[config.mk]
export PLATFORM = sky130hd
export DESIGN_NAME = weighted_quorum_checker_unit
export DESIGN_NICKNAME = d
export VERILOG_FILES = /design/src/rtl/core/wqc_pkg.sv /design/src/rtl/core/wqc_divider.sv /design/src/rtl/core/weighted_quorum_checker_unit.sv
export VERILOG_INCLUDE_DIRS = /design/src /design/src/rtl/core
export SDC_FILE = /design/constraint.sdc
export NUM_CORES = 1
export LEC_CHECK = 0
export BUFFER_PORTS_ARGS = -buffer_cell sky130_fd_sc_hd__buf_4
export CAP_MARGIN = 10
export CORE_MARGIN = 3
export CORE_UTILIZATION = 45
export DETAILED_ROUTE_END_ITERATION = 7
export PLACE_DENSITY = 0.68
export SETUP_SLACK_MARGIN = 0.1
export SYNTH_ARGS = -nofsm -noshare
export SYNTH_HDL_FRONTEND = slang
export SYNTH_SLANG_ARGS = --single-unit
[constraint.sdc]
create_clock -name clock -period 9.1 [get_ports clock]
set_clock_uncertainty 0.2 [all_clocks]
set_input_delay 1.82 -clock clock [delete_from_list [all_inputs] [get_ports clock]]
set_output_delay 1.82 -clock clock [all_outputs]
set_load 0.05 [all_outputs]
[src/rtl/core/assert_macros.svh]
// ----------------------------------------------------------------------------
// Assertion macros
// Concurrent assertion shorthands sampled on clock and disabled in reset.
// ----------------------------------------------------------------------------
`ifndef ASSERT_MACROS_SVH
`define ASSERT_MACROS_SVH

`ifndef SYNTHESIS

// same-cycle implication
`define WQC_ASSERT_IMPLIES(label, ante, cons) \
   label: assert property (@(posedge clock) disable iff (reset) (ante) |-> (cons)) \
      else $error("assertion failed");

// next-cycle implication
`define WQC_ASSERT_NEXT(label, ante, cons) \
   label: assert property (@(posedge clock) disable iff (reset) (ante) |=> (cons)) \
      else $error("assertion failed");

`else

`define WQC_ASSERT_IMPLIES(label, ante, cons)
`define WQC_ASSERT_NEXT(label, ante, cons)

`endif

`endif

[src/rtl/core/wqc_pkg.sv]
// ----------------------------------------------------------------------------
// wqc_pkg
// Shared types and constants of the weighted quorum checker.
// ----------------------------------------------------------------------------
package wqc_pkg;

   // field widths
   localparam int CMD_W    = 3;
   localparam int NODE_W   = 4;
   localparam int RACK_W   = 16;
   localparam int RTT_W    = 20;
   localparam int LOSS_W   = 17;
   localparam int WEIGHT_W = 17;
   localparam int ACK_W    = 8;
   localparam int WSUM_W   = 24;
   localparam int MODE_W   = 2;
   localparam int CSIZE_W  = 5;

   // configuration port
   localparam int CSR_IDX_W  = 1;
   localparam int CSR_DATA_W = 5;
   localparam logic [CSR_IDX_W-1:0] CSR_QUORUM_MODE  = 1'b0;
   localparam logic [CSR_IDX_W-1:0] CSR_CLUSTER_SIZE = 1'b1;

   localparam logic [MODE_W-1:0]  MODE_RESET  = 2'd0;
   localparam logic [CSIZE_W-1:0] CSIZE_RESET = 5'd5;

   // quorum rules
   localparam logic [MODE_W-1:0] MODE_MAJORITY = 2'd0;
   localparam logic [MODE_W-1:0] MODE_FLEXIBLE = 2'd1;
   localparam int FLEX_MIN_ACKS = 2;
   localparam int DYN_SUM_MULT  = 20;
   localparam int DYN_HC_MULT   = 458752;   // 7 * 2^16
   localparam int DYN_SUM_W     = 29;       // width of 20 * weight sum
   localparam int DYN_HC_MULT_W = 19;

   // saturation and weight constants
   localparam logic [ACK_W-1:0]    ACK_MAX    = 8'hFF;
   localparam logic [WSUM_W-1:0]   WSUM_MAX   = 24'hFF_FFFF;
   localparam logic [WEIGHT_W-1:0] WEIGHT_ONE = 17'h1_0000;
   localparam logic [RACK_W-1:0]   RACK_UNKNOWN = 16'd1;

   // weight denominator: 163840 + 512*max(0, rtt-32) + 5*min(loss, 65536)
   localparam int DEN_W = 30;
   localparam logic [DEN_W-1:0]  DEN_BASE  = 30'd163840;
   localparam logic [RTT_W-1:0]  RTT_FLOOR = 20'd32;
   localparam logic [LOSS_W-1:0] LOSS_MAX  = 17'h1_0000;
   localparam int RTT_SHIFT = 9;

   // divider: weight = floor(10737418240 / den)
   localparam int DIV_NUM_W = 34;
   localparam logic [DIV_NUM_W-1:0] DIV_NUM = 34'h2_8000_0000;
   localparam int DIV_CNT_W = 6;
   localparam logic [DIV_CNT_W-1:0] DIV_STEPS = 6'd34;

   typedef enum logic [CMD_W-1:0] {
      CMD_REGISTER  = 3'd0,
      CMD_TELEMETRY = 3'd1,
      CMD_ACK       = 3'd2,
      CMD_EVALUATE  = 3'd3,
      CMD_READ      = 3'd4
   } command_type;

   typedef enum logic [1:0] {
      ST_IDLE,
      ST_LOOKUP,
      ST_DIVIDE,
      ST_PUSH
   } state_type;

endpackage

[src/rtl/core/wqc_divider.sv]
// ----------------------------------------------------------------------------
// wqc_divider
// Restoring divider for the node weight: one quotient bit per cycle.
// ----------------------------------------------------------------------------
module wqc_divider
   import wqc_pkg::*;
(
   input  logic                clock,
   input  logic                reset,
   input  logic                start,
   input  logic [DEN_W-1:0]    divisor,
   output logic                done,
   output logic [WEIGHT_W-1:0] quotient
);

   logic [DIV_CNT_W-1:0] cnt_ff, cnt_in;
   logic                 done_ff, done_in;
   logic [DEN_W-1:0]     rem_ff, rem_in;
   logic [DEN_W-1:0]     den_ff, den_in;
   logic [DIV_NUM_W-1:0] num_ff, num_in;
   logic [WEIGHT_W-1:0]  q_ff, q_in;
   logic [DEN_W:0]       trial;
   logic                 fits;

   // shift in the next dividend bit and try the subtraction
   assign trial = {rem_ff, num_ff[DIV_NUM_W-1]};
   assign fits  = (trial >= {1'b0, den_ff});

   // step the long division
   always_comb begin
      cnt_in  = cnt_ff;
      rem_in  = rem_ff;
      den_in  = den_ff;
      num_in  = num_ff;
      q_in    = q_ff;
      done_in = 1'b0;
      if (start) begin
         cnt_in = DIV_STEPS;
         rem_in = '0;
         den_in = divisor;
         num_in = DIV_NUM;
         q_in   = '0;
      end else if (cnt_ff != '0) begin
         if (fits) begin
            rem_in = DEN_W'(trial - {1'b0, den_ff});
         end else begin
            rem_in = DEN_W'(trial);
         end
         num_in  = {num_ff[DIV_NUM_W-2:0], 1'b0};
         q_in    = {q_ff[WEIGHT_W-2:0], fits};
         cnt_in  = cnt_ff - 1'b1;
         done_in = (cnt_ff == DIV_CNT_W'(1));
      end
   end

   always_ff @(posedge clock) begin
      if (reset) begin
         cnt_ff  <= '0;
         done_ff <= 1'b0;
      end else begin
         cnt_ff  <= cnt_in;
         done_ff <= done_in;
      end
   end

   always_ff @(posedge clock) begin
      rem_ff <= rem_in;
      den_ff <= den_in;
      num_ff <= num_in;
      q_ff   <= q_in;
   end

   assign done     = done_ff;
   assign quotient = q_ff;

endmodule

[src/rtl/core/weighted_quorum_checker_unit.sv]
// ----------------------------------------------------------------------------
// weighted_quorum_checker_unit
// Node table with per-node Q16 weights and a commit quorum accumulator.
// ----------------------------------------------------------------------------
// One item is handled at a time. The table is read at the accepting edge.
// Register, ack, evaluate and read items then update the state and stage
// the result in the lookup state and load the output register in the push
// state. The next item is accepted only once the block is back in idle, so
// a new item is not taken before the last one is through. A telemetry
// update for a known node also runs the bit-serial weight divider. That is
// 34 steps and a registered done that hands over the quotient. The rack and
// weight of each node live in a synchronous table read once per item. The
// valid and healthy bits and the healthy-node count are kept in flops, so
// the block needs no clearing pass after reset. The result register lets
// the next item in while a result still waits to be taken. That item then
// holds in the push state until the waiting result is taken.
`include "assert_macros.svh"

module weighted_quorum_checker_unit
   import wqc_pkg::*;
#(
   parameter int MAX_NODES = 16
)
(
   input  logic                  clock,
   input  logic                  reset,
   // configuration
   input  logic                  csr_write_enable,
   input  logic [CSR_IDX_W-1:0]  csr_index,
   input  logic [CSR_DATA_W-1:0] csr_write_data,
   // request items
   input  logic                  req_valid,
   output logic                  req_ready,
   input  logic [CMD_W-1:0]      req_command,
   input  logic [NODE_W-1:0]     req_node_id,
   input  logic [RACK_W-1:0]     req_rack_number,
   input  logic [RTT_W-1:0]      req_round_trip,
   input  logic [LOSS_W-1:0]     req_loss_fraction,
   input  logic                  req_healthy_flag,
   // response items
   output logic                  rsp_valid,
   input  logic                  rsp_ready,
   output logic                  rsp_quorum_met,
   output logic [ACK_W-1:0]      rsp_ack_total,
   output logic [WSUM_W-1:0]     rsp_weight_total,
   output logic [RACK_W-1:0]     rsp_node_rack,
   output logic [WEIGHT_W-1:0]   rsp_node_weight,
   output logic                  rsp_node_known
);

   localparam int IDX_W = (MAX_NODES > 1) ? $clog2(MAX_NODES) : 1;
   localparam int HC_W  = $clog2(MAX_NODES + 1);
   localparam int CMP_W = (HC_W + DYN_HC_MULT_W > DYN_SUM_W) ?
                          (HC_W + DYN_HC_MULT_W) : DYN_SUM_W;

   // control state
   state_type            state_ff, state_in;
   logic [MODE_W-1:0]    mode_ff;
   logic [CSIZE_W-1:0]   csize_ff;
   logic [MAX_NODES-1:0] valid_ff, valid_in;
   logic [MAX_NODES-1:0] healthy_ff, healthy_in;
   logic [HC_W-1:0]      hcount_ff, hcount_in;
   logic [ACK_W-1:0]     ack_ff, ack_in;
   logic [WSUM_W-1:0]    wsum_ff, wsum_in;
   logic                 rsp_valid_ff, rsp_valid_in;

   // latched item
   command_type          cmd_ff;
   logic [NODE_W-1:0]    node_ff;
   logic [RACK_W-1:0]    rack_ff;
   logic [RTT_W-1:0]     rtt_ff;
   logic [LOSS_W-1:0]    loss_ff;
   logic                 health_ff;

   // node table
   logic [RACK_W-1:0]    rack_mem   [MAX_NODES];
   logic [WEIGHT_W-1:0]  weight_mem [MAX_NODES];
   logic [RACK_W-1:0]    rack_rd_ff;
   logic [WEIGHT_W-1:0]  weight_rd_ff;
   logic [IDX_W-1:0]     req_addr;
   logic [IDX_W-1:0]     addr;
   logic                 rack_we;
   logic                 weight_we;
   logic [WEIGHT_W-1:0]  weight_wr;

   // staged result
   logic                 res_met_ff;
   logic [ACK_W-1:0]     res_acks_ff;
   logic [WSUM_W-1:0]    res_wsum_ff;
   logic [RACK_W-1:0]    res_rack_ff;
   logic [WEIGHT_W-1:0]  res_weight_ff;
   logic                 res_known_ff;

   // output register
   logic                 out_met_ff;
   logic [ACK_W-1:0]     out_acks_ff;
   logic [WSUM_W-1:0]    out_wsum_ff;
   logic [RACK_W-1:0]    out_rack_ff;
   logic [WEIGHT_W-1:0]  out_weight_ff;
   logic                 out_known_ff;

   // sequencer controls
   logic accept;
   logic lookup_act;
   logic div_start;
   logic div_fin;
   logic load_res;
   logic push_go;

   // lookup and datapath
   logic                 in_range;
   logic                 known_cur;
   logic                 healthy_cur;
   logic                 known_new;
   logic                 healthy_new;
   logic [RACK_W-1:0]    rack_new;
   logic [WEIGHT_W-1:0]  weight_new;
   logic [WEIGHT_W-1:0]  weight_out;
   logic [ACK_W-1:0]     ack_upd;
   logic [WSUM_W-1:0]    wsum_upd;
   logic [WSUM_W:0]      wsum_add;
   logic                 decision;
   logic [CSIZE_W-1:0]   flex_thr;
   logic [CMP_W-1:0]     dyn_lhs;
   logic [CMP_W-1:0]     dyn_rhs;
   logic [RTT_W-1:0]     rtt_over;
   logic [LOSS_W-1:0]    loss_clip;
   logic [DEN_W-1:0]     den;
   logic                 div_done;
   logic [WEIGHT_W-1:0]  div_q;

   assign accept   = req_valid && req_ready;
   assign req_addr = IDX_W'(req_node_id);
   assign addr     = IDX_W'(node_ff);

   // configuration writes
   always_ff @(posedge clock) begin
      if (reset) begin
         mode_ff  <= MODE_RESET;
         csize_ff <= CSIZE_RESET;
      end else if (csr_write_enable) begin
         case (csr_index)
            CSR_QUORUM_MODE:  mode_ff  <= MODE_W'(csr_write_data);
            CSR_CLUSTER_SIZE: csize_ff <= csr_write_data;
            default: ;
         endcase
      end
   end

   // next state
   always_comb begin
      state_in = state_ff;
      case (state_ff)
         ST_IDLE: begin
            if (req_valid) state_in = ST_LOOKUP;
         end
         ST_LOOKUP: begin
            if (cmd_ff == CMD_TELEMETRY && known_cur) state_in = ST_DIVIDE;
            else state_in = ST_PUSH;
         end
         ST_DIVIDE: begin
            if (div_done) state_in = ST_PUSH;
         end
         ST_PUSH: begin
            if (!rsp_valid_ff || rsp_ready) state_in = ST_IDLE;
         end
         default: state_in = ST_IDLE;
      endcase
   end

   // sequencer outputs
   always_comb begin
      req_ready  = 1'b0;
      lookup_act = 1'b0;
      div_start  = 1'b0;
      div_fin    = 1'b0;
      load_res   = 1'b0;
      push_go    = 1'b0;
      case (state_ff)
         ST_IDLE: begin
            req_ready = 1'b1;
         end
         ST_LOOKUP: begin
            lookup_act = 1'b1;
            div_start  = (cmd_ff == CMD_TELEMETRY) && known_cur;
            load_res   = !div_start;
         end
         ST_DIVIDE: begin
            div_fin  = div_done;
            load_res = div_done;
         end
         ST_PUSH: begin
            push_go = !rsp_valid_ff || rsp_ready;
         end
         default: ;
      endcase
   end

   always_ff @(posedge clock) begin
      if (reset) state_ff <= ST_IDLE;
      else       state_ff <= state_in;
   end

   // capture the item
   always_ff @(posedge clock) begin
      if (accept) begin
         cmd_ff    <= command_type'(req_command);
         node_ff   <= req_node_id;
         rack_ff   <= req_rack_number;
         rtt_ff    <= req_round_trip;
         loss_ff   <= req_loss_fraction;
         health_ff <= req_healthy_flag;
      end
   end

   // table: read on accept, write back in the lookup or divide state; the next
   // read comes only after the push state, so no forwarding is needed
   always_ff @(posedge clock) begin
      if (accept) begin
         rack_rd_ff   <= rack_mem[req_addr];
         weight_rd_ff <= weight_mem[req_addr];
      end
      if (rack_we)   rack_mem[addr]   <= rack_ff;
      if (weight_we) weight_mem[addr] <= weight_wr;
   end

   assign rack_we   = lookup_act && (cmd_ff == CMD_REGISTER) && in_range;
   assign weight_we = rack_we || div_fin;
   assign weight_wr = div_fin ? div_q : WEIGHT_ONE;

   // node lookup
   assign in_range    = (32'(node_ff) < 32'(MAX_NODES));
   assign known_cur   = in_range && valid_ff[addr];
   assign healthy_cur = known_cur && healthy_ff[addr];

   // weight denominator and divider
   assign rtt_over  = (rtt_ff > RTT_FLOOR) ? (rtt_ff - RTT_FLOOR) : '0;
   assign loss_clip = (loss_ff > LOSS_MAX) ? LOSS_MAX : loss_ff;
   assign den = DEN_BASE + (DEN_W'(rtt_over) << RTT_SHIFT)
              + (DEN_W'(loss_clip) << 2) + DEN_W'(loss_clip);

   wqc_divider u_divider (
      .clock    (clock),
      .reset    (reset),
      .start    (div_start),
      .divisor  (den),
      .done     (div_done),
      .quotient (div_q)
   );

   // table flags and healthy-node count
   always_comb begin
      valid_in   = valid_ff;
      healthy_in = healthy_ff;
      hcount_in  = hcount_ff;
      if (rack_we) begin
         valid_in[addr]   = 1'b1;
         healthy_in[addr] = 1'b1;
         if (!healthy_cur) hcount_in = hcount_ff + 1'b1;
      end else if (div_fin) begin
         healthy_in[addr] = health_ff;
         if (!healthy_cur && health_ff)      hcount_in = hcount_ff + 1'b1;
         else if (healthy_cur && !health_ff) hcount_in = hcount_ff - 1'b1;
      end
   end

   // round accumulators
   assign wsum_add = {1'b0, wsum_ff} + (WSUM_W + 1)'(weight_rd_ff);

   always_comb begin
      ack_upd  = ack_ff;
      wsum_upd = wsum_ff;
      if (cmd_ff == CMD_ACK) begin
         if (ack_ff != ACK_MAX) ack_upd = ack_ff + 1'b1;
         if (healthy_cur) begin
            wsum_upd = wsum_add[WSUM_W] ? WSUM_MAX : wsum_add[WSUM_W-1:0];
         end
      end
   end

   always_comb begin
      ack_in  = ack_ff;
      wsum_in = wsum_ff;
      if (lookup_act) begin
         if (cmd_ff == CMD_EVALUATE) begin
            ack_in  = '0;
            wsum_in = '0;
         end else begin
            ack_in  = ack_upd;
            wsum_in = wsum_upd;
         end
      end
   end

   always_ff @(posedge clock) begin
      if (reset) begin
         valid_ff   <= '0;
         healthy_ff <= '0;
         hcount_ff  <= '0;
         ack_ff     <= '0;
         wsum_ff    <= '0;
      end else begin
         valid_ff   <= valid_in;
         healthy_ff <= healthy_in;
         hcount_ff  <= hcount_in;
         ack_ff     <= ack_in;
         wsum_ff    <= wsum_in;
      end
   end

   // quorum rule
   assign flex_thr = ((csize_ff >> 1) < CSIZE_W'(FLEX_MIN_ACKS)) ?
                     CSIZE_W'(FLEX_MIN_ACKS) : (csize_ff >> 1);
   assign dyn_lhs  = CMP_W'(wsum_ff) * CMP_W'(DYN_SUM_MULT);
   assign dyn_rhs  = CMP_W'(hcount_ff) * CMP_W'(DYN_HC_MULT);

   always_comb begin
      case (mode_ff)
         MODE_MAJORITY: decision = (ack_ff >= ACK_W'((csize_ff >> 1) + 1'b1));
         MODE_FLEXIBLE: decision = (ack_ff >= ACK_W'(flex_thr));
         default:       decision = (dyn_lhs >= dyn_rhs) && (ack_ff != '0);
      endcase
   end

   // node fields after the item
   always_comb begin
      known_new   = known_cur;
      healthy_new = healthy_cur;
      rack_new    = rack_rd_ff;
      weight_new  = weight_rd_ff;
      case (cmd_ff)
         CMD_REGISTER: begin
            known_new   = in_range;
            healthy_new = 1'b1;
            rack_new    = rack_ff;
            weight_new  = WEIGHT_ONE;
         end
         CMD_TELEMETRY: begin
            healthy_new = known_cur && health_ff;
            weight_new  = div_q;
         end
         default: ;
      endcase
   end

   assign weight_out = !(known_new && healthy_new) ? '0 :
                       (mode_ff[1] ? weight_new : WEIGHT_ONE);

   // stage the result
   always_ff @(posedge clock) begin
      if (load_res) begin
         res_met_ff    <= (cmd_ff == CMD_EVALUATE) && decision;
         res_acks_ff   <= ack_upd;
         res_wsum_ff   <= wsum_upd;
         res_rack_ff   <= known_new ? rack_new : RACK_UNKNOWN;
         res_weight_ff <= weight_out;
         res_known_ff  <= known_new;
      end
   end

   // output register
   always_comb begin
      rsp_valid_in = rsp_valid_ff;
      if (push_go)        rsp_valid_in = 1'b1;
      else if (rsp_ready) rsp_valid_in = 1'b0;
   end

   always_ff @(posedge clock) begin
      if (reset) rsp_valid_ff <= 1'b0;
      else       rsp_valid_ff <= rsp_valid_in;
   end

   always_ff @(posedge clock) begin
      if (push_go) begin
         out_met_ff    <= res_met_ff;
         out_acks_ff   <= res_acks_ff;
         out_wsum_ff   <= res_wsum_ff;
         out_rack_ff   <= res_rack_ff;
         out_weight_ff <= res_weight_ff;
         out_known_ff  <= res_known_ff;
      end
   end

   assign rsp_valid        = rsp_valid_ff;
   assign rsp_quorum_met   = out_met_ff;
   assign rsp_ack_total    = out_acks_ff;
   assign rsp_weight_total = out_wsum_ff;
   assign rsp_node_rack    = out_rack_ff;
   assign rsp_node_weight  = out_weight_ff;
   assign rsp_node_known   = out_known_ff;

   // checks
   `WQC_ASSERT_IMPLIES(a_hcount_range, 1'b1, 32'(hcount_ff) <= 32'(MAX_NODES))
   `WQC_ASSERT_NEXT(a_eval_clears, lookup_act && (cmd_ff == CMD_EVALUATE), (ack_ff == '0) && (wsum_ff == '0))
   `WQC_ASSERT_IMPLIES(a_div_in_state, div_done, state_ff == ST_DIVIDE)
   `WQC_ASSERT_IMPLIES(a_rsp_from_push, $rose(rsp_valid_ff), $past(state_ff) == ST_PUSH)

endmodule
## After elaboration in Yosys (flattened, before gate mapping)

Memories as Yosys holds them, arrays and structs flattened. A register that Yosys moved wholly into a read port is not among the register bits.
Index checks and enable logic that the tools add are counted.

| storage, ports and cells | value |
|---|---|
| register bits | 361 |
| memory bits (writable) | 528 |
| bits of input ports | 72 |
| output and inout bits | 69 |
| word-level logic and storage cells | 160 |
| memories | 2 |

Memories:

| name | depth | width | rd ports | clocked after Yosys merged registers in | wr ports | RTL line | RTL |
|---|---|---|---|---|---|---|---|
| weight_mem | 16 | 17 | 1 | 1 | 1 | weighted_quorum_checker_unit.sv:77 | `logic [WEIGHT_W-1:0] weight_mem [MAX_NODES];` |
| rack_mem | 16 | 16 | 1 | 1 | 1 | weighted_quorum_checker_unit.sv:76 | `logic [RACK_W-1:0] rack_mem [MAX_NODES];` |

| operators by class | value |
|---|---|
| add/subtract/negate cells | 11 |
| $mul | 2 |
| order comparisons | 9 |
| eq/ne operators | 13 |
| mux-type cells | 51 |
| bitwise gates (word level) | 4 |
| reduce and logical (&&, ||, !) cells | 33 |

Operators by type and width:

| cell | number |
|---|---|
| two-way mux 24 bit | 4 |
| two-way mux 17 bit | 3 |
| two-way mux 16 bit | 3 |
| case mux 17 bit (2 select lines) | 1 |
| bitwise OR 16 bit | 2 |
| >= comparator 31 x 30 -> 1 bit | 1 |
| adder 18 x 29 -> 30 bit (first input constant) | 1 |
| adder 30 x 17 -> 30 bit | 1 |
| adder 30 x 19 -> 30 bit | 1 |
| two-way mux 30 bit | 1 |
| subtractor 30 bit | 1 |
| >= comparator 29 x 24 -> 1 bit | 1 |
| multiplier 24 x 3 -> 27 bit (second input constant) | 1 |
| adder 24 x 17 -> 25 bit | 1 |
| two-way mux 5 bit | 5 |
| two-way mux 8 bit | 3 |
| greater-than comparator 20 x 6 -> 1 bit (second input constant) | 1 |
| two-way mux 20 bit | 1 |
| subtractor 20 x 6 -> 20 bit (second input constant) | 1 |
| greater-than comparator 17 bit (second input constant) | 1 |
| bitwise mux 16 bit | 1 |
| two-way mux 1 bit | 16 |
| two-way mux 6 bit | 2 |
| logical AND 1 bit | 11 |
| other kinds (38) | 59 |

## Longest topological paths before layout

Gate-level depths: netlist of the first run.

| logic depth | value |
|---|---|
| word-level depth | 8 |
| depth in mapped cells | 21 |

## Hierarchy

Synthesis of the first run repeated with hierarchy kept, for this count alone.

| unflattened totals | value |
|---|---|
| cells, all modules | 2876 |
| area total of the unflattened synthesis | 41517.3 um^2 |

By module, submodules not included:

| module | instances | cells an instance | area an instance (um^2) |
|---|---|---|---|
| weighted_quorum_checker_unit | 1 | 2281 | 36413.7 |
| wqc_divider | 1 | 595 | 5103.6 |

## Worst setup path after synthesis of the first run

Ideal clock, no wire load.

| timing | value |
|---|---|
| kind | register to register |
| start point | register node_ff[0] (netlist: addr[0]) |
| end point | register res_acks_ff[0], enable pin |
| setup time | 0.594 ns |
| arrival | 6.535 ns |
| setup slack | 1.770 ns |
| cell stages (with the launch flop) | 10 |
| path buffers | 2 |
| period minus slack after synthesis | 7.330 ns |
| cell sequence | edfxtp_1 > buf_6 > mux4_1 > mux2i_1 > mux2_2 > buf_2 > inv_1 > nand3_1 > nand2_1 > a21boi_0 |

| on the way | value |
|---|---|
| word-level cells in the longest chain between the ends | 5 |

RTL lines:

| item | RTL line | RTL |
|---|---|---|
| from (decl) | weighted_quorum_checker_unit.sv:69 | `logic [NODE_W-1:0] node_ff;` |
| from (signal assigned) | weighted_quorum_checker_unit.sv:208 | `node_ff <= req_node_id;` |
| binary-select mux 1 bit (select 4 bit) | weighted_quorum_checker_unit.sv:233 | `assign known_cur = in_range && valid_ff[addr];` |
| two-way mux 1 bit (implied by the code) | weighted_quorum_checker_unit.sv:233 |  |
| logical AND 1 bit | weighted_quorum_checker_unit.sv:185 | `div_start = (cmd_ff == CMD_TELEMETRY) && known_cur;` |
| logical NOT 1 bit | weighted_quorum_checker_unit.sv:186 | `load_res = !div_start;` |
| case mux 1 bit (2 select lines) | weighted_quorum_checker_unit.sv:179 | `case (state_ff)` |
| via load_res | weighted_quorum_checker_unit.sv:107 | `logic load_res;` |
| to (signal assigned) | weighted_quorum_checker_unit.sv:353 | `res_acks_ff <= ack_upd;` |
| to (decl) | weighted_quorum_checker_unit.sv:88 | `logic [ACK_W-1:0] res_acks_ff;` |

The timed path passes the listed nets, and every way through them passes these cells. The select of a mux whose other input is x is not followed.
A chain may end at the register's enable or synchronous reset.

## Worst setup path after layout of the first run

| timing | value |
|---|---|
| start point | register rtt_ff[9] |
| end point | register u_divider.den_ff[22], data pin |

| on the way | value |
|---|---|
| word-level cells in the longest chain between the ends | 5 |
| elaborated cells on any way between the ends | 6 |

RTL lines:

| item | RTL line | RTL |
|---|---|---|
| from (decl) | weighted_quorum_checker_unit.sv:71 | `logic [RTT_W-1:0] rtt_ff;` |
| from (signal assigned) | weighted_quorum_checker_unit.sv:210 | `rtt_ff <= req_round_trip;` |
| subtractor 20 x 6 -> 20 bit / greater-than comparator 20 x 6 -> 1 bit (equally long branches) | weighted_quorum_checker_unit.sv:237 | `assign rtt_over = (rtt_ff > RTT_FLOOR) ? (rtt_ff - RTT_FLOOR) : '0;` |
| two-way mux 20 bit (*) | weighted_quorum_checker_unit.sv:237 |  |
| adder 18 x 29 -> 30 bit (*) | weighted_quorum_checker_unit.sv:239 | `assign den = DEN_BASE + (DEN_W'(rtt_over) << RTT_SHIFT)` |
| adder 30 x 19 -> 30 bit (*) | weighted_quorum_checker_unit.sv:240 | `+ (DEN_W'(loss_clip) << 2) + DEN_W'(loss_clip);` |
| adder 30 x 17 -> 30 bit (*) | weighted_quorum_checker_unit.sv:240 |  |
| via den[22] | weighted_quorum_checker_unit.sv:128 | `logic [DEN_W-1:0] den;` |
| to (signal assigned) | wqc_divider.sv:68 | `den_ff <= den_in;` |
| to (decl) | wqc_divider.sv:19 | `logic [DEN_W-1:0] den_ff, den_in;` |

The timed path passes the listed nets; every way through them passes the cells marked *.

==> results.md, run 1 <==
* Post-synth EDFFs at slightly below 800
* Sum Neg Setup Slack at 0 ns
* Synth Cell Area at slightly above 0.04 mm^2
* H-tree depth at 3
* CP required at 9.32 ns
* Aggregate global routing overflow at 0
* Power Dens Cells at ~260 mW/mm^2
* Final Cell Area at roughly 0.047 mm^2
* Total CTS buffers at 95
* Crit path launch type: flip-flop
* CTS Root Cell: clkbuf_16
* Top cell type's share of synthesized area at 57.3%
* Leakage Power at about 17 nW
* Top cells by area, synth: edfxtp_1, mux4_2, dfxtp_1
* Synth warn at 0
* Post-CTS setup buffer count at 0
* Initial drt markers at 2205
* # IOs at between 100 and 150
* Fin. max-slew vios at 0
* Via/cell ratio at 5.76
* Largest stage delay, worst path at 0.74 ns
* Layout Utilization at between 50 and 60%
* Cell Area, Placed at between 0.04 and 0.05 mm^2
* Cell-internal power at 8.53 mW
* Final setup vio count at 0
* Core area at between 0.09 and 0.1 mm^2
* Logic gate share of total power at between 20 and 25%
* Total die area at between 0.09 and 0.1 mm^2
* Cts repair resizes at 0
* CTS max path bufs at 3
* Post-Syn Instances at ~2800
* Sequential power share at 44.9%
* Mapped Nets at 3072
* Crit-path max FO at 23
* Fmax at ~160 MHz
* Total GRT Usage at a little under 20%
* Final hold vios at 0
* CTS tree: yes
* Min-delay worst type: flip-flop to flip-flop
* Outcome: complete, no violations
* Clk_lat worst skew at 0.68 ns
* CTS Hold Bufs at 0
* Die width at ~300 um
* N_diodes at 0
* First drt pass iteration count at 5
* First-pass GRT wire length at approximately 140000 um
* Post-synth top area cell: edfxtp_1
* Worst slew pin tran at approximately 1.2 ns
* Initial core utilization at a little under half
* Final HPWL DP at approximately 58000 um
* Sw Share at a little under a third
* Final ANT Viol Nets at 0
* Most frequent cells in the layout: edfxtp_1, nand2_1, nor2_1
* Sequential fraction of the synthesis area at between 60% and 70%
* Maximum VDD drop at around 170 uV
* Unrepaired setup endpoints after global routing: no
* Area delta synth->final at 13.9%
* Max_slew headroom at between 10% and 20%
* Tmin final at 6.19 ns
* Final Cycle Share at between 60 and 70%
* Clock Sink Count at 921
* Standard-cell rows at 110
* Yosys cell types at 83
* Fraction of layout cells with a size suffix above 1 at roughly 18%
* Wire length per cell at 22.1 um
* Layout Nets at between 3000 and 4000
* Detailed Route WL at between 90000 and 100000 um
* Cell Chain, Critical Path: nor4_1 > nand2b_1 > nor4b_1 > and3_1 > nor2b_1 > fa_1 > ha_1 > ha_1 > o21ai_0 > nand2b_1 > a2111oi_1 > nor4_1 > nor3_1 > nor2_1 > o41ai_1 > mux2_2
* DRC viols at 0
* Worst reg-to-reg setup slack at ~2.9 ns
* Initial antenna violation count at 1
* Worst path slowest cell: and3_1
* Most common cell after layout, fill and taps aside: edfxtp_1
* DIE HEIGHT at about 300 um
* Critical path's top delay family: simple AND/OR/NAND/NOR gates
* Vias post-DR at between 20000 and 25000
* CTS clock-pin slew for the worst setup and hold paths at roughly 0.060 ns
* Max_cap viols at 0
* Syn_area_per_cell at 14.7 um^2
* Buffers and inverters on the worst path at 0
* Critical path class: flip-flop to flip-flop
* Gpl congestion at between 0.8 and 0.9
* Ys async rst share at 0%
* Vias in the first global route at approximately 25000
* Hold WS at approximately 0.21 ns
* Port buffer count at 140
* Number of synthesized register bits at roughly 920
* Crit path arrival time at approximately 6.4 ns
* Clock network fraction of design power at around a third
* Largest net degree at the start of global routing at 70
* Ys flop type: edfxtp_1
* CP Capture Type: flip-flop
* P_sw at between 3 and 4 mW
==> routing by layer <==
| layer | global-route usage (%) | part of all wire (%) |
|---|---|---|
| met5 | 1.48 | 0.22 |
| met4 | 6.81 | 3.0 |
| met3 | 3.22 | 6.4 |
| met2 | 32.2 | 49 |
| met1 | 26.3 | 42 |
==> power by group through the flow <==
| stage | registers, mW | logic, mW | clock network [mW] |
|---|---|---|---|
| 2_1_floorplan | 5.52 | 1.99 | 0 |
| 4_1_cts | 5.48 | 2.73 | 4.07 |
| 5_1_grt | 5.53 | 3.05 | 4.24 |
| 3_5_place_dp | 5.56 | 2.71 | 0 |
| 6_report | 5.48 | 2.73 | 3.99 |
| 3_3_place_gp | 5.53 | 2.64 | 0 |
==> cells in the mapped netlist (11+ instances only) <==
| master | n |
|---|---|
| edfxtp_1 | 786 |
| nand2_1 | 216 |
| nor2_1 | 195 |
| ha_1 | 175 |
| mux4_2 | 166 |
| dfxtp_1 | 135 |
| a21oi_1 | 124 |
| o21ai_0 | 106 |
| clkbuf_1 | 93 |
| inv_1 | 91 |
| nor3_1 | 66 |
| xnor2_1 | 66 |
| nand3_1 | 51 |
| a21o_1 | 50 |
| xor2_1 | 40 |
| nor2b_1 | 37 |
| nand2b_1 | 30 |
| and3_1 | 28 |
| mux2i_1 | 27 |
| a31oi_1 | 26 |
| nand4_1 | 19 |
| o21a_1 | 18 |
| fa_1 | 17 |
| a22o_1 | 16 |
| buf_1 | 15 |
| nor4_1 | 15 |
| a211oi_1 | 12 |
| buf_2 | 11 |
| o21bai_1 | 11 |
| or2_2 | 11 |
| or3_1 | 11 |
==> sequential cells by signal, summed over array words and instances (netlist names), 17 cells and up <==
name / count
u_divider.quotient: 17
weight_rd_ff: 17
u_divider.rem_ff: 30
rsp_weight_total: 24
rack_mem: 256
u_divider.den_ff: 30
loss_ff: 17
res_wsum_ff: 24
res_weight_ff: 17
wsum_ff: 24
rtt_ff: 20
rsp_node_weight: 17
weight_mem: 272
==> per-stage QoR <==
stage / instances / total power [mW] / setup slack [ns]
after floorplan: 2808 / 7.51 / 1.77
after global placement: 4047 / 8.17 / 3.11
after detailed placement: 4047 / 8.27 / 2.97
after CTS: 4226 / 12.3 / 2.93
after global routing: 4227 / 12.8 / 2.07
final: 4227 / 12.2 / 2.91
==> cell type report <==
type | instances | area [um^2]
repair buffers | 186 | 1410
clock inverters | 59 | 729
clock buffers | 120 | 2520
multi-input cells | 1674 | 14100
fillers | 7309 | 43500
well taps | 1176 | 1470
inverters | 91 | 342
flip-flops and latches | 921 | 26300
==> kinds of logic after synthesis <==
logic type / after synthesis / share of synthesized area [%]
buf+inv: 213 / 2.01
fa+ha+maj: 192 / 6.14
mux: 207 / 10.4
simple gates: 713 / 8.14
xor+xnor: 106 / 2.25
compound gates: 456 / 7.16
flops: 921 / 63.9
==> path summary, 6_finish.rpt <==
path	startpoint	endpoint	cells after the start
setup / recovery	rtt_ff[9]	u_divider.den_ff[22]	16
hold / removal	res_acks_ff[1]	rsp_ack_total[1]	0
setup reg to reg	rtt_ff[9]	u_divider.den_ff[22]	16
hold reg to reg	res_acks_ff[1]	rsp_ack_total[1]	0
Note: power is estimated with default switching activity, not from simulation.
==> run 2: changes to the inputs <==
- clock period: 9.1 -> 5.95 ns (I/O delays scaled with it)
==> run 2 against run 1 <==
  * Combinational power rose by 54%
  * Maximum frequency rose by 17%
  * Hold slack improved by 0.0058 ns
  * Die area did not move
  * Sequential cell count did not move
  * Critical path type unchanged
  * Largest cell class unchanged
  * Largest power group unchanged
==> results.md, run 2 (same netlist as run 1, synthesis figures left out) <==
* Register-to-Register Path Depth at 16 (unchanged)
* Initial core utilization at 45.5% (unchanged)
* Tmin final at 5.31 ns (-0.887 ns)
* Hold WS at 0.216 ns (+0.00575 ns)
* Hold_sp: res_weight_ff[3]
* Crit-path max FO at 4 (-83%)
* P_sw at 5.64 mW (+54%)
* Max_cap viols at 0 (unchanged)
* Hold path cells at 0 (unchanged)
* CTS Root Cell: clkbuf_16
* Clk_lat worst skew at 0.68 ns (about the same)
* Final setup vio count at 0 (unchanged)
* Clock network fraction of design power at 32.8% (about the same)
* DIE HEIGHT at 309 um (unchanged)
* CTS max path bufs at 3 (unchanged)
* Pre-CTS WS at 0.351 ns (-2.62 ns)
* Worst slew pin tran at 1.06 ns (-0.175 ns)
* Final hold vios at 0 (unchanged)
* Final ANT Viol Nets at 0 (unchanged)
* RR Startpoint: rtt_ff[9]
* Leakage Power at 16.9 nW (+0.68%)
* Via/cell ratio at 5.78 (+0.30%)
* Unrepaired setup endpoints after global routing: no
* Initial antenna violation count at 0 (-1)
* Largest net degree at the start of global routing at 69 (-1.4%)
* Cell Area, Placed at 0.0438 mm^2 (+0.30%)
* CTS clock-pin slew for the worst setup and hold paths at 0.06 ns (about the same)
* First drt pass iteration count at 5 (unchanged)
* Min-delay worst type: flip-flop to flip-flop
* Most frequent cells in the layout: edfxtp_1, nand2_1, nor2_1
* DRC viols at 0 (unchanged)
* CP required at 6.18 ns (-3.14 ns)
* First-pass GRT wire length at 144000 um (+0.64%)
* Fmax at 188 MHz (+17%)
* Vias post-DR at 24500 (+0.51%)
* Cell-internal power at 13.1 mW (+53%)
* CTS Hold Bufs at 0 (unchanged)
* Sequential power share at 44.8% (about the same)
* Total die area at 0.0952 mm^2 (unchanged)
* Post-route setup slack at 0.644 ns (-2.26 ns)
* Power Dens Cells at 398 mW/mm^2 (+53%)
* Die width at 309 um (unchanged)
* Layout Nets at 3242 (+0.28%)
* Clock Sink Count at 921 (unchanged)
* CP Capture Type: flip-flop
* Final Cell Area at 0.0471 mm^2 (+0.38%)
* Hold Path End: rsp_node_weight[3]
* Final Cycle Share at 89.2% (+21 points)
* Wire length per cell at 21.9 um (-0.56%)
* Maximum VDD drop at 255 uV (+53%)
* Fraction of layout cells with a size suffix above 1 at 18.9% (+0.83 points)
* Standard-cell rows at 110 (unchanged)
* Area delta synth->final at 14.3%
* Aggregate global routing overflow at 0 (unchanged)
* Total CTS buffers at 94 (-1.1%)
* Fin. max-slew vios at 0 (unchanged)
* Crit path arrival time at 5.53 ns (-0.88 ns)
* Vias in the first global route at 24900 (+1.1%)
* Reg with most FFs: weight_mem
* CTS tree: yes
* Sum Neg Setup Slack at 0 ns (unchanged)
* Largest registers: weight_mem (272), rack_mem (256)
* Critical path class: flip-flop to flip-flop
* Initial drt markers at 2088 (-5.3%)
* # IOs at 141 (unchanged)
* Outcome: complete, no violations
* Sw Share at 30.1% (+0.075 points)
* Total GRT Usage at 19.5% (about the same)
* H-tree depth at 3 (unchanged)
* Gpl congestion at 0.862 (+1.6%)
* FF-to-FF End: u_divider.den_ff[22]
* Crit path launch type: flip-flop
* Worst reg-to-reg setup slack at 0.64 ns (-2.26 ns)
* Port buffer count at 140 (unchanged)
* Logic gate share of total power at 22.4% (about the same)
* Detailed Route WL at 92900 um (-0.35%)
* N_diodes at 0 (unchanged)
* Max reg flops at 272 (unchanged)
* Max_slew headroom at 29.1% (+12 points)
* Final HPWL DP at 58600 um (+0.88%)
* Core area at 0.0904 mm^2 (unchanged)
* Most common cell after layout, fill and taps aside: edfxtp_1
## run 2: cell types whose count changed in the layout (fill, tap and decap cells not counted), sizes merged
cell / delta
clkinv: +2
inv: +3
clkbuf: -3
bufinv: -1
clkinvlp: -2
buf: +10
## run 2: cell type report
type | instances | area, um^2
clock buffers | 117 | 2550
clock inverters | 61 | 749
fillers | 7254 | 43300
inverters | 91 | 342
multi-input cells | 1674 | 14100
flip-flops and latches | 921 | 26300
well taps | 1176 | 1470
repair buffers | 196 | 1530
## run 2: timing repair
| item | in CTS | in global routing |
|---|---|---|
| gates resized for setup | 0 | 2 |
| endpoints found under the setup margin | 0 | 4 |
| setup buffers | 0 | 0 |
## run 2: worst max path at each step
stage	start	end	cells past startpoint
after global routing	rtt_ff[10]	u_divider.den_ff[22]	16
after CTS	rtt_ff[10]	u_divider.den_ff[22]	16
after floorplan	rtt_ff[9]	u_divider.den_ff[22]	19
final	rtt_ff[9]	u_divider.den_ff[22]	16
after global placement	rtt_ff[9]	u_divider.den_ff[22]	16
after detailed placement	rtt_ff[10]	u_divider.den_ff[22]	16
## run 2: power by group through the flow
stage	sequential, mW	combinational (mW)	clock, mW
6_report	8.38	4.20	6.15
2_1_floorplan	8.44	3.04	0
5_1_grt	8.45	4.68	6.55
3_5_place_dp	8.51	4.17	0
3_3_place_gp	8.46	4.06	0
4_1_cts	8.38	4.20	6.27
## run 2: per-layer routing
metal / global-route usage, % / vias up / wire length [um]
met2: 32.5 / 801 / 45400
li1: - / 11100 / -
met1: 25.9 / 12400 / 38500
met4: 6.34 / 0 / 2400
met3: 3.94 / 161 / 6560
met5: 0 / - / 0
## run 2: worst max-delay path, stage by stage (launching register included)
cell and delay (ns):
edfxtp_1 0.43, nor4_1 0.42, nand2b_1 0.18, nor4b_2 0.33
and3_1 0.31, nor2b_1 0.09, fa_1 0.46, ha_1 0.31
ha_1 0.23, nor3_1 0.27, o21ai_0 0.22, a2111oi_2 0.44
nor4_1 0.19, nor3_1 0.28, nor2_1 0.07, o41ai_1 0.27
mux2_2 0.38
## run 2: per-stage QoR
stage,util (%),total power [mW],cells
6_report,52.1,18.7,4236
3_3_place_gp,48.4,12.5,4058
2_1_floorplan,-,11.5,2808
4_1_cts,52.1,18.9,4236
5_1_grt,52.1,19.7,4236
3_5_place_dp,48.4,12.7,4058
==> run 3: changes to the inputs <==
- CORE_UTILIZATION: 45 -> 48
- PLACE_DENSITY: 0.68 -> 0.71
==> run 3 against run 2 <==
  * Global-route usage increased by 1.3 points
  * Combinational power hardly changed
  * Register-to-register slack got worse by 0.07 ns
  * Via count increased by 0.14%
  * Cell count fell by 1.0%
  * Clock power down 3.6%
  * Setup slack worse by 0.069 ns
  * Sequential share of layout area is 0.25 points higher
  * Largest power group unchanged
  * Highest routed layer unchanged
==> results.md, run 3 (same netlist as run 1, synthesis figures left out) <==
* Outcome: complete, no violations
* DIE HEIGHT at 299 um (-3.1%)
* Initial drt markers at 2123 (+1.7%)
* Clock Sink Count at 921 (unchanged)
* Standard-cell rows at 106 (-3.6%)
* Unrepaired setup endpoints after global routing: no
* Layout Nets at 3243 (+0.031%)
* Fmax at 186 MHz (-1.3%)
* Hold_sp: res_wsum_ff[0]
* # IOs at 141 (unchanged)
* Fin. max-slew vios at 0 (unchanged)
* DRC viols at 0 (unchanged)
* Sw Share at 30.2% (+0.12 points)
* Clock network fraction of design power at 32.1% (-0.7 points)
* Cell Chain, Critical Path: nor4_2 > nand2b_1 > nor4b_1 > and3_1 > nor2b_1 > fa_1 > ha_1 > ha_1 > o21ai_0 > nand2b_1 > a2111oi_2 > nor4_1 > nor3_1 > nor2_1 > o41ai_1 > mux2_2
* Clk_lat worst skew at 0.67 ns (about the same)
* Largest registers: weight_mem (272), rack_mem (256)
* Crit path arrival time at 5.58 ns (+0.05 ns)
* CTS max path bufs at 3 (unchanged)
* Final hold vios at 0 (unchanged)
* Power Dens Cells at 394 mW/mm^2 (-0.80%)
* Worst slew pin tran at 1.08 ns (+0.0150 ns)
* Sequential power share at 45.3% (+0.5 points)
* Critical Path Source: rtt_ff[9]
* Max reg flops at 272 (unchanged)
* First drt pass iteration count at 6 (+1)
* Min-delay worst type: flip-flop to flip-flop
* Pwr Total at 18.5 mW (-1.2%)
* Final ANT Viol Nets at 0 (unchanged)
* Gpl congestion at 0.883 (+2.4%)
* Core area at 0.0844 mm^2 (-6.7%)
* CTS Root Cell: clkbuf_16
* CTS tree: yes
* P_sw at 5.59 mW (-0.85%)
* Reg with most FFs: weight_mem
* Fillers at 6605 (-8.9%)
* N_diodes at 0 (unchanged)
* Logic gate share of total power at 22.6% (+0.2 points)
* Worst path slowest cell: a2111oi_2
* Initial core utilization at 48.8% (+3.3 points)
* Largest net degree at the start of global routing at 71 (+2.9%)
* Max_slew headroom at 28.1% (-1.0 points)
* First-pass GRT wire length at 145000 um (+0.74%)
* Detailed Route WL at 93200 um (+0.29%)
* CTS Hold Bufs at 0 (unchanged)
* Via/cell ratio at 5.85 (+1.2%)
* Initial antenna violation count at 1 (+1)
* Vias post-DR at 24500 (+0.14%)
* Cts repair resizes at 0 (unchanged)
* Wire length per cell at 22.2 um (+1.3%)
* CP required at 6.15 ns (-0.03 ns)
* Tmin final at 5.38 ns (+0.0694 ns)
* Port buffer count at 140 (unchanged)
* Most common cell after layout, fill and taps aside: edfxtp_1
* Vias in the first global route at 24900 (-0.19%)
* Final HPWL DP at 58400 um (-0.35%)
* Final Cycle Share at 90.3% (+1.2 points)
* Total GRT Usage at 20.8% (+1.3 points)
* CP Capture Type: flip-flop
* RR Startpoint: rtt_ff[9]
* Sum Neg Setup Slack at 0 ns (unchanged)
* Hold WS at 0.213 ns (-0.00278 ns)
* Post-CTS setup buffer count at 0 (unchanged)
* Total CTS buffers at 94 (unchanged)
* Crit-path max FO at 4 (unchanged)
* Maximum VDD drop at 251 uV (-1.8%)
* Crit path launch type: flip-flop
* Multi-input gate area in the final layout at 0.0141 mm^2 (about the same)
* Die width at 299 um (-3.1%)
* Total die area at 0.0894 mm^2 (-6.1%)
* Finished Layout Cells at 4193 (-1.0%)
* Most frequent cells in the layout: edfxtp_1, nand2_1, nor2_1
* Aggregate global routing overflow at 0 (unchanged)
* Critical path class: flip-flop to flip-flop
* Max_cap viols at 0 (unchanged)
* Fraction of layout cells with a size suffix above 1 at 18.3% (-0.65 points)
* Area delta synth->final at 13.8%
* H-tree depth at 3 (unchanged)
* Placed Instances at 4016 (-1.0%)
* Largest stage delay, worst path at 0.47 ns (about the same)
* CTS clock-pin slew for the worst setup and hold paths at 0.06 ns (about the same)
* Cell-internal power at 12.9 mW (-1.4%)
* Leakage Power at 16.8 nW (-0.56%)
* Register area at 0.0263 mm^2 (unchanged)
* Final setup vio count at 0 (unchanged)
==> run 3: critical path: cells and delay by family, from the launching register on <==
kind,cells,cell delay [ns]
and+or+nand+nor,9,2.01
adders and majority gates,3,1.12
AOI/OAI and AO/OA,3,0.98
DFF,1,0.44
muxes,1,0.38
==> run 3: stage by stage <==
stage | setup WS [ns] | util, % | cell area (um^2)
after global routing | 0.163 | 55.6 | 46900
after CTS | 0.385 | 55.5 | 46900
after detailed placement | 0.426 | 51.8 | 43700
after global placement | 0.438 | 51.8 | 43700
final | 0.575 | 55.6 | 46900
after floorplan | 0.345 | - | 41200
==> run 3: cell type report <==
cell class                 count  share of cell area, %
tap                         1134                   3.03
clock buffer                 119                   5.46
clock inverter                57                   1.27
multi-input combinational   1674                   30.2
sequential                   921                   56.1
inverter                      91                  0.729
timing repair buffer         197                   3.23
==> run 3: worst paths after layout <==
check                              end  slack [ns]  cells past startpoint
setup / recovery  u_divider.den_ff[22]        0.57                     16
hold / removal     rsp_weight_total[0]        0.21                      0
setup reg to reg  u_divider.den_ff[22]        0.57                     16
hold reg to reg    rsp_weight_total[0]        0.21                      0
==> run 3: per-layer routing <==
metal / GRT usage (%) / part of all wire, % / up-vias
met3: 3.06 / 6.5 / 145
met1: 28.5 / 42 / 12400
met4: 6.35 / 2.4 / 0
li1: - / - / 11100
met5: 0 / 0 / -
met2: 34.6 / 49 / 844
==> run 3: power by group through the flow <==
stage / Clock (mW) / Combinational [mW] / Sequential, mW
2_1_floorplan: 0 / 3.04 / 8.44
3_3_place_gp: 0 / 4.04 / 8.46
3_5_place_dp: 0 / 4.15 / 8.50
4_1_cts: 6.06 / 4.18 / 8.37
5_1_grt: 6.30 / 4.69 / 8.44
6_report: 5.93 / 4.18 / 8.37
